## src/hw/rtl/assert_macros.svh

```systemverilog
// Assertion macros for the RTL files; b64e_queue includes them.
`ifndef ASSERT_MACROS_SVH
`define ASSERT_MACROS_SVH

// Clocked property check, disabled while reset is held.
`define ASSERT_CLK(lbl, prop, msg) \
  lbl: assert property (@(posedge clk) disable iff (!rst_n) (prop)) else $error(msg);

// Condition that must never be seen at a clock edge.
`define ASSERT_NEVER(lbl, cond, msg) \
  `ASSERT_CLK(lbl, !(cond), msg)

`endif

```

## src/hw/rtl/b64e_pkg.sv

```systemverilog
// Package for the Base64 stream encoder: payload types, constants, alphabet lookup.
package b64e_pkg;

  localparam int QUEUE_DEPTH_DEF = 2;

  localparam logic [6:0] CHAR_PAD     = 7'h3D;  // '='
  localparam logic [6:0] CHAR_PLUS    = 7'h2B;  // '+'
  localparam logic [6:0] CHAR_SLASH   = 7'h2F;  // '/'
  localparam logic [6:0] UPPER_BASE   = 7'h41;  // 'A' - 0
  localparam logic [6:0] LOWER_BASE   = 7'h47;  // 'a' - 26
  localparam logic [6:0] DIGIT_OFFSET = 7'h04;  // 52 - '0'

  typedef struct packed {
    logic [7:0] data_byte;
    logic       last_byte;
  } b64e_in_t;

  typedef struct packed {
    logic [6:0] out_char;
    logic       last_char;
  } b64e_out_t;

  // One byte's worth of characters, handed from front to back.
  typedef struct packed {
    logic [3:0][6:0] chars;
    logic [1:0]      last_idx;  // index of final character to send
    logic            last;      // final character ends the message
  } b64e_job_t;

  // Queue status seen by front and back.
  typedef struct packed {
    logic full;
    logic not_empty;
  } b64e_qstat_t;

  function automatic logic [6:0] b64_sym(input logic [5:0] idx);
    logic [6:0] code;
    priority if (idx < 6'd26) begin
      code = UPPER_BASE + {1'b0, idx};
    end else if (idx < 6'd52) begin
      code = LOWER_BASE + {1'b0, idx};
    end else if (idx < 6'd62) begin
      code = {1'b0, idx} - DIGIT_OFFSET;
    end else if (idx == 6'd62) begin
      code = CHAR_PLUS;
    end else begin
      code = CHAR_SLASH;
    end
    return code;
  endfunction

endpackage

```

## src/hw/rtl/b64e_front.sv

```systemverilog
// Front end: accepts bytes, tracks group phase, builds the character job.
module b64e_front import b64e_pkg::*; (
  input  logic        clk,
  input  logic        rst_n,
  input  logic        in_valid,
  output logic        in_stall,
  input  b64e_in_t    in_payload,
  input  logic        cfg_valid,
  output logic        cfg_ready,
  input  logic        cfg_data,
  input  b64e_qstat_t qstat,
  output logic        push,
  output b64e_job_t   job
);

  localparam logic [1:0] PH_START = 2'd0;
  localparam logic [1:0] PH_ONE   = 2'd1;
  localparam logic [1:0] PH_TWO   = 2'd2;

  logic [1:0] phase_r, phase_nxt;
  logic [5:0] left_r, left_nxt;
  logic       pad_en_r, pad_en_nxt;

  logic [1:0] ph_pre;
  logic [5:0] left_pre;
  logic [6:0] c0;
  logic       grp_done;
  logic [7:0] b;

  assign b         = in_payload.data_byte;
  assign in_stall  = qstat.full;
  assign push      = in_valid && !qstat.full;
  assign cfg_ready = 1'b1;

  always_comb begin
    grp_done = 1'b0;
    unique case (phase_r)
      PH_ONE: begin
        c0       = b64_sym(left_r | {2'b00, b[7:4]});
        left_pre = {b[3:0], 2'b00};
        ph_pre   = PH_TWO;
      end
      PH_TWO: begin
        c0       = b64_sym(left_r | {4'b0000, b[7:6]});
        left_pre = 6'd0;
        ph_pre   = PH_START;
        grp_done = 1'b1;
      end
      default: begin  // start of group; unreachable code 3 behaves the same
        c0       = b64_sym(b[7:2]);
        left_pre = {b[1:0], 4'b0000};
        ph_pre   = PH_ONE;
      end
    endcase

    job.chars[0] = c0;
    job.chars[1] = grp_done ? b64_sym(b[5:0]) : b64_sym(left_pre);
    job.chars[2] = CHAR_PAD;
    job.chars[3] = CHAR_PAD;
    job.last     = in_payload.last_byte;

    priority if (grp_done) begin
      job.last_idx = 2'd1;
    end else if (!in_payload.last_byte) begin
      job.last_idx = 2'd0;
    end else if (pad_en_r) begin
      job.last_idx = (ph_pre == PH_ONE) ? 2'd3 : 2'd2;
    end else begin
      job.last_idx = 2'd1;
    end
  end

  always_comb begin
    phase_nxt  = phase_r;
    left_nxt   = left_r;
    pad_en_nxt = pad_en_r;
    if (push) begin
      phase_nxt = in_payload.last_byte ? PH_START : ph_pre;
      left_nxt  = in_payload.last_byte ? 6'd0 : left_pre;
    end
    if (cfg_valid && cfg_ready) begin
      pad_en_nxt = cfg_data;
    end
  end

  always_ff @(posedge clk) begin
    if (!rst_n) begin
      phase_r  <= PH_START;
      left_r   <= 6'd0;
      pad_en_r <= 1'b1;
    end else begin
      phase_r  <= phase_nxt;
      left_r   <= left_nxt;
      pad_en_r <= pad_en_nxt;
    end
  end

endmodule

```

## src/hw/rtl/b64e_queue.sv

```systemverilog
// Job queue between front and back ends.
`include "assert_macros.svh"

module b64e_queue import b64e_pkg::*; #(
  parameter int DEPTH = QUEUE_DEPTH_DEF
) (
  input  logic        clk,
  input  logic        rst_n,
  input  logic        push,
  input  b64e_job_t   job_in,
  input  logic        pop,
  output b64e_job_t   head,
  output b64e_qstat_t qstat
);

  localparam int PW = $clog2(DEPTH);
  localparam int CW = $clog2(DEPTH + 1);
  localparam logic [PW-1:0] PTR_LAST = PW'(DEPTH - 1);
  localparam logic [CW-1:0] CNT_FULL = CW'(DEPTH);

  b64e_job_t     mem [DEPTH];
  logic [PW-1:0] wr_ptr_r, wr_ptr_nxt;
  logic [PW-1:0] rd_ptr_r, rd_ptr_nxt;
  logic [CW-1:0] cnt_r, cnt_nxt;

  assign head            = mem[rd_ptr_r];
  assign qstat.full      = (cnt_r == CNT_FULL);
  assign qstat.not_empty = (cnt_r != '0);

  always_comb begin
    wr_ptr_nxt = wr_ptr_r;
    rd_ptr_nxt = rd_ptr_r;
    cnt_nxt    = cnt_r;
    if (push) begin
      wr_ptr_nxt = (wr_ptr_r == PTR_LAST) ? '0 : wr_ptr_r + 1'b1;
    end
    if (pop) begin
      rd_ptr_nxt = (rd_ptr_r == PTR_LAST) ? '0 : rd_ptr_r + 1'b1;
    end
    if (push && !pop) begin
      cnt_nxt = cnt_r + 1'b1;
    end else if (pop && !push) begin
      cnt_nxt = cnt_r - 1'b1;
    end
  end

  always_ff @(posedge clk) begin
    if (push) begin
      mem[wr_ptr_r] <= job_in;
    end
  end

  always_ff @(posedge clk) begin
    if (!rst_n) begin
      wr_ptr_r <= '0;
      rd_ptr_r <= '0;
      cnt_r    <= '0;
    end else begin
      wr_ptr_r <= wr_ptr_nxt;
      rd_ptr_r <= rd_ptr_nxt;
      cnt_r    <= cnt_nxt;
    end
  end

  `ASSERT_NEVER(a_push_full, push && qstat.full, "push into full queue")
  `ASSERT_NEVER(a_pop_empty, pop && !qstat.not_empty, "pop from empty queue")
  `ASSERT_CLK(a_cnt_track, (push && !pop) |=> (cnt_r == $past(cnt_r) + 1'b1), "count lost a push")
  `ASSERT_CLK(a_ptr_gap, (cnt_r == '0) |-> (wr_ptr_r == rd_ptr_r), "pointers differ when empty")

endmodule

```

## src/hw/rtl/b64e_back.sv

```systemverilog
// Back end: sends the queued characters one per cycle, unless the output stalls, through the output register.
module b64e_back import b64e_pkg::*; (
  input  logic        clk,
  input  logic        rst_n,
  input  b64e_qstat_t qstat,
  input  b64e_job_t   head,
  output logic        pop,
  output logic        out_valid,
  input  logic        out_stall,
  output b64e_out_t   out_payload
);

  logic       out_valid_r, out_valid_nxt;
  b64e_out_t  out_r;
  logic [1:0] idx_r, idx_nxt;
  logic       advance;
  logic       at_end;

  assign advance     = !out_valid_r || !out_stall;
  assign at_end      = (idx_r == head.last_idx);
  assign pop         = qstat.not_empty && advance && at_end;
  assign out_valid   = out_valid_r;
  assign out_payload = out_r;

  always_comb begin
    out_valid_nxt = out_valid_r;
    idx_nxt       = idx_r;
    if (advance) begin
      out_valid_nxt = qstat.not_empty;
      if (qstat.not_empty) begin
        idx_nxt = at_end ? 2'd0 : idx_r + 2'd1;
      end
    end
  end

  always_ff @(posedge clk) begin
    if (advance && qstat.not_empty) begin
      out_r.out_char  <= head.chars[idx_r];
      out_r.last_char <= head.last && at_end;
    end
  end

  always_ff @(posedge clk) begin
    if (!rst_n) begin
      out_valid_r <= 1'b0;
      idx_r       <= 2'd0;
    end else begin
      out_valid_r <= out_valid_nxt;
      idx_r       <= idx_nxt;
    end
  end

endmodule

```

## src/hw/rtl/base64_stream_encoder_unit.sv

```systemverilog
// Top level of the Base64 stream encoder (standard alphabet, optional '=' padding).
//
// Bytes enter on the in_ channel, each with a last-byte flag; Base64 characters
// leave on the out_ channel as 7-bit ASCII, the final one of a message flagged.
// The front end takes one byte per cycle while the job queue has room, turns it
// into a job of one to four characters and pushes it. The back end drains the
// queue head one character per cycle into the output register unless stalled,
// so a byte yields one character (two when it closes a 3-byte group, up to four
// at the end of a message with padding); the single output port thus gives four
// characters per three bytes on long messages. An accepted byte is written into
// the queue, then its first character is taken into the output register. The
// queue holds QUEUE_DEPTH jobs (two or more). pad_enable resets to 1 and is
// written through the cfg_ port, which is always ready; write it only while the
// block is idle. Reset is synchronous; there is no clearing pass.
module base64_stream_encoder_unit import b64e_pkg::*; #(
  parameter int QUEUE_DEPTH = QUEUE_DEPTH_DEF
) (
  input  logic      clk,
  input  logic      rst_n,
  // byte input
  input  logic      in_valid,
  output logic      in_stall,
  input  b64e_in_t  in_payload,
  // character output
  output logic      out_valid,
  input  logic      out_stall,
  output b64e_out_t out_payload,
  // pad_enable register write
  input  logic      cfg_valid,
  output logic      cfg_ready,
  input  logic      cfg_data
);

  b64e_qstat_t qstat;   // queue full / not-empty, seen by both ends
  b64e_job_t   job_in;  // job built from the byte in this transfer
  b64e_job_t   head;    // oldest queued job
  logic        push;
  logic        pop;

  // Front: phase and leftover bits, alphabet lookup, flush and pad decision.
  b64e_front u_front (
    .clk        (clk),
    .rst_n      (rst_n),
    .in_valid   (in_valid),
    .in_stall   (in_stall),
    .in_payload (in_payload),
    .cfg_valid  (cfg_valid),
    .cfg_ready  (cfg_ready),
    .cfg_data   (cfg_data),
    .qstat      (qstat),
    .push       (push),
    .job        (job_in)
  );

  // Queue: decouples byte intake from character output.
  b64e_queue #(
    .DEPTH (QUEUE_DEPTH)
  ) u_queue (
    .clk    (clk),
    .rst_n  (rst_n),
    .push   (push),
    .job_in (job_in),
    .pop    (pop),
    .head   (head),
    .qstat  (qstat)
  );

  // Back: walks the head job's characters, pops it after the last one.
  b64e_back u_back (
    .clk         (clk),
    .rst_n       (rst_n),
    .qstat       (qstat),
    .head        (head),
    .pop         (pop),
    .out_valid   (out_valid),
    .out_stall   (out_stall),
    .out_payload (out_payload)
  );

endmodule
```

## config.mk

```make
export PLATFORM = sky130hd
export DESIGN_NAME = base64_stream_encoder_unit
export DESIGN_NICKNAME = d
export VERILOG_FILES = /design/src/hw/rtl/b64e_pkg.sv /design/src/hw/rtl/b64e_front.sv /design/src/hw/rtl/b64e_queue.sv /design/src/hw/rtl/b64e_back.sv /design/src/hw/rtl/base64_stream_encoder_unit.sv
export VERILOG_INCLUDE_DIRS = /design/src /design/src/hw/rtl
export SDC_FILE = /design/constraint.sdc
export NUM_CORES = 1
export LEC_CHECK = 0
export ABC_AREA = 1
export BUFFER_PORTS_ARGS = -buffer_cell sky130_fd_sc_hd__buf_2
export CAP_MARGIN = 20
export CORE_UTILIZATION = 50
export DETAILED_ROUTE_END_ITERATION = 6
export PLACE_DENSITY = 0.72
export SETUP_SLACK_MARGIN = 0.15
export SKIP_CTS_REPAIR_TIMING = 1
export SYNTH_ARGS = -nofsm -noshare
export SYNTH_HDL_FRONTEND = slang
export SYNTH_SLANG_ARGS = --single-unit
```

## constraint.sdc

```tcl
create_clock -name clk -period 2.8 [get_ports clk]
set_clock_uncertainty 0.05 [all_clocks]
set_input_delay 0.28 -clock clk [delete_from_list [all_inputs] [get_ports clk]]
set_output_delay 0.28 -clock clk [all_outputs]
set_load 0.03 [all_outputs]
```

==> impl_results.md <==
- Outcome: finished, violations left
- Failing checks: design-rule violations
- Final setup violation count: 0
- Synthesis-to-layout area growth: 9.55%
- Number of sinks on the clock net: 57
- Slew @ Worst Pin: 535 ps
- Boundary Pins: 26
- Seq/Total Area, Yosys: 37.4%
- CP delay by family, top: adder cells
- Rel. slew slack: 64.3%
- Clock Power Share: 20.8%
- PortBufs: 24
- Leakage: 1.99 nW
- Synth Area in Adders: 7.96%
- Final #Nets: 619
- Estimated wirelength of the detail-placed design: 7690 um
- Pwr per Cell Area: 653 nW/um^2
- Internal: 1.84 mW
- Yosys top cell by area: edfxtp_1
- DRT Wirelength: 10200 um
- H-tree levels: 3
- N_diodes: 0
- Finished Cell Area: 4580 um^2
- DR vias: 3807
- Number of synthesized flops with an enable pin: 42
- Synth Area per Inst: 7.59 um^2
- Fmax: 0.403 GHz
- Syn_nets: 592
- Routed len/inst: 14.8 um
- Core area: 7890 um^2
- Overall Global Routing Usage: 24.5%
- DRT antenna net count: 0
- Initial Utilization: 53.0%
- Max Cap Viol: 0
- Synth Area in Compound Gates: 15.7%
- Vias in the first global route: 3565
- Setup ws final: 321 ps
- Unrepaired setup endpoints after global routing: no
- Period utilization: 88.5%
- Worst EP arrival: 2490 ps
- Setup_tns: 0 ps
- Crit Path Category: reg -> reg
- Final Hold Viols: 0
- Synth Area in Simple Gates: 28.1%
- # rows: 32
- Main combinational cell family by area after synthesis: simple AND/OR/NAND/NOR gates
- Crit path buf inv count: 3
- Ys Warns: 0
- Routability cong.: 0.912
- Cell count after synthesis: 551
- Drt drc: 5
- XOR/XNOR Fraction of Synth Area: 2.93%
- VDD IR max: 0.299 mV
- Longest Clk Path Bufs: 2
- Num CTS Buffers: 9
- Most common cell in the synthesized netlist: nand2_1
- Top cell type's share of synthesized area: 30.2%
- Synth unique cells: 43
- Top cells by area, synth: edfxtp_1, nand2_1, ha_1, dfxtp_1, o21ai_0
- Total Power: 2.99 mW
- Clk slew on worst S/H paths: 60 ps
- Worst min path class: in -> reg
- Syn Std Cell Area: 4180 um^2
- Via density per instance: 5.56
- Area after DPL: 4380 um^2
- Clk Latency, worst-skew pair: 320 ps
- Proportion of layout cells with a drive suffix above 1: 14.4%
- Die W: 93.4 um
- Portion of netlist area occupied by mux cells: 0%
- CP cell instances: inv_1 -> ha_2 -> nor2_4 -> a22oi_2 -> inv_1 -> nand3_1 -> inv_1 -> fa_1 -> xor2_1 -> o21ai_1 -> o21ai_1
- Synth Register Bits: 57
- Minimum clock period: 2480 ps
- Worst-path maximum fanout: 4
- Fin. max-slew vios: 0
- Crit end category: register
- Crit-path slowest cell: fa_1
- Largest net degree at the start of global routing: 18
- Top post-synthesis cells by count: nand2_1, nor2_1, o21ai_0
- Util after Layout: 58.1%
- Initial antenna violation count: 0
- Dpl ws: 150 ps
- Die Ht: 93.4 um
- Crit path launch type: register
- Overflow after GRT: 0
- Reg power frac: 42.1%
- Iter 0 DRT Violations: 175
- Psw: 1.15 mW
- First-pass GRT wire length: 16800 um
- CTS tree: yes
- Comb pwr share: 37.1%
- TritonRoute pass-1 iters: 7
- Fraction of registers with async set/reset: 0%
- Die area: 8730 um^2
- Largest stage delay, worst path: 420 ps
- Root Buffer: clkbuf_8
- Main flop type after synthesis: edfxtp_1
- Sw Ratio: 38.4%
- CP most frequent cell: inv_1
- Critical Path RT: 2810 ps
-- layer usage --
metal  vias up  share of wire [%]  track usage [%]
met4         0                1.4             8.08
met1      1759                 43             30.1
met5         -                  0                0
met3        14                5.4             2.60
met2       131                 51             44.7
li1       1903                  -                -
-- metrics by stage --
| stage | cells | hold WS, ps |
|---|---|---|
| 2_1_floorplan | 551 | 329 |
| 3_3_place_gp | 668 | 411 |
| 3_5_place_dp | 668 | 424 |
| 4_1_cts | 684 | 89.2 |
| 5_1_grt | 685 | 120 |
| 6_report | 685 | 110 |
-- placed cells by master, fill, tap and decap left out, drive strengths merged, types with 4 or more instances in the layout --
cell / count
edfxtp: 42
nand3: 46
nand2: 141
buf: 33
dfxtp: 15
o221ai: 5
clkbuf: 12
ha: 25
clkinv: 7
nand4: 7
o21ai: 63
a21oi: 37
inv: 54
a22oi: 4
nor2: 63
xor2: 13
-- power by group through the flow --
stage               clock network (mW)  logic [mW]  registers (mW)
global route                     0.666        1.23            1.28
finish                           0.622        1.11            1.26
global placement                     0        1.06            1.27
CTS                              0.629        1.10            1.26
detailed placement                   0        1.09            1.28
floorplan                            0       0.700            1.38
-- state kept, by name, indices dropped and copies added (netlist names), named ones only --
signal	cells
u_back.out_payload	8
u_front.phase_r	2
u_front.pad_en_r	1
u_back.idx_r	2
u_queue.rd_ptr_r	1
u_queue.cnt_r	2
u_queue.wr_ptr_r	1
u_queue.mem	34
u_back.out_valid	1
u_front.left_r	4
-- cell type report --
type                            count  area [um^2]
Inverter                           57          219
Tap cell                          102          128
Timing Repair Buffer               33          188
Fill cell                         728         3310
Sequential cell                    57         1560
Clock inverter                      4         18.8
Multi-Input combinational cell    420         2320
Clock buffer                       12          145
-- worst paths after layout --
check	from	to	slack, ps	depth (start not counted)
max	u_front.phase_r[0]	u_queue.mem[0][14]	320	11
min	cfg_valid	u_front.pad_en_r	110	2
max reg2reg	u_front.phase_r[0]	u_queue.mem[0][14]	320	11
min reg2reg	u_back.out_valid	u_back.out_valid	420	2
-- cells by family after synthesis --
kind of cell / after synthesis
AOI/OAI and AO/OA: 117
buffers and inverters: 74
and+or+nand+nor: 262
DFF: 57
xor gates and xnor gates: 14
other: 1
adders and majority gates: 26
No activity file was read; power rests on OpenSTA's default activity.
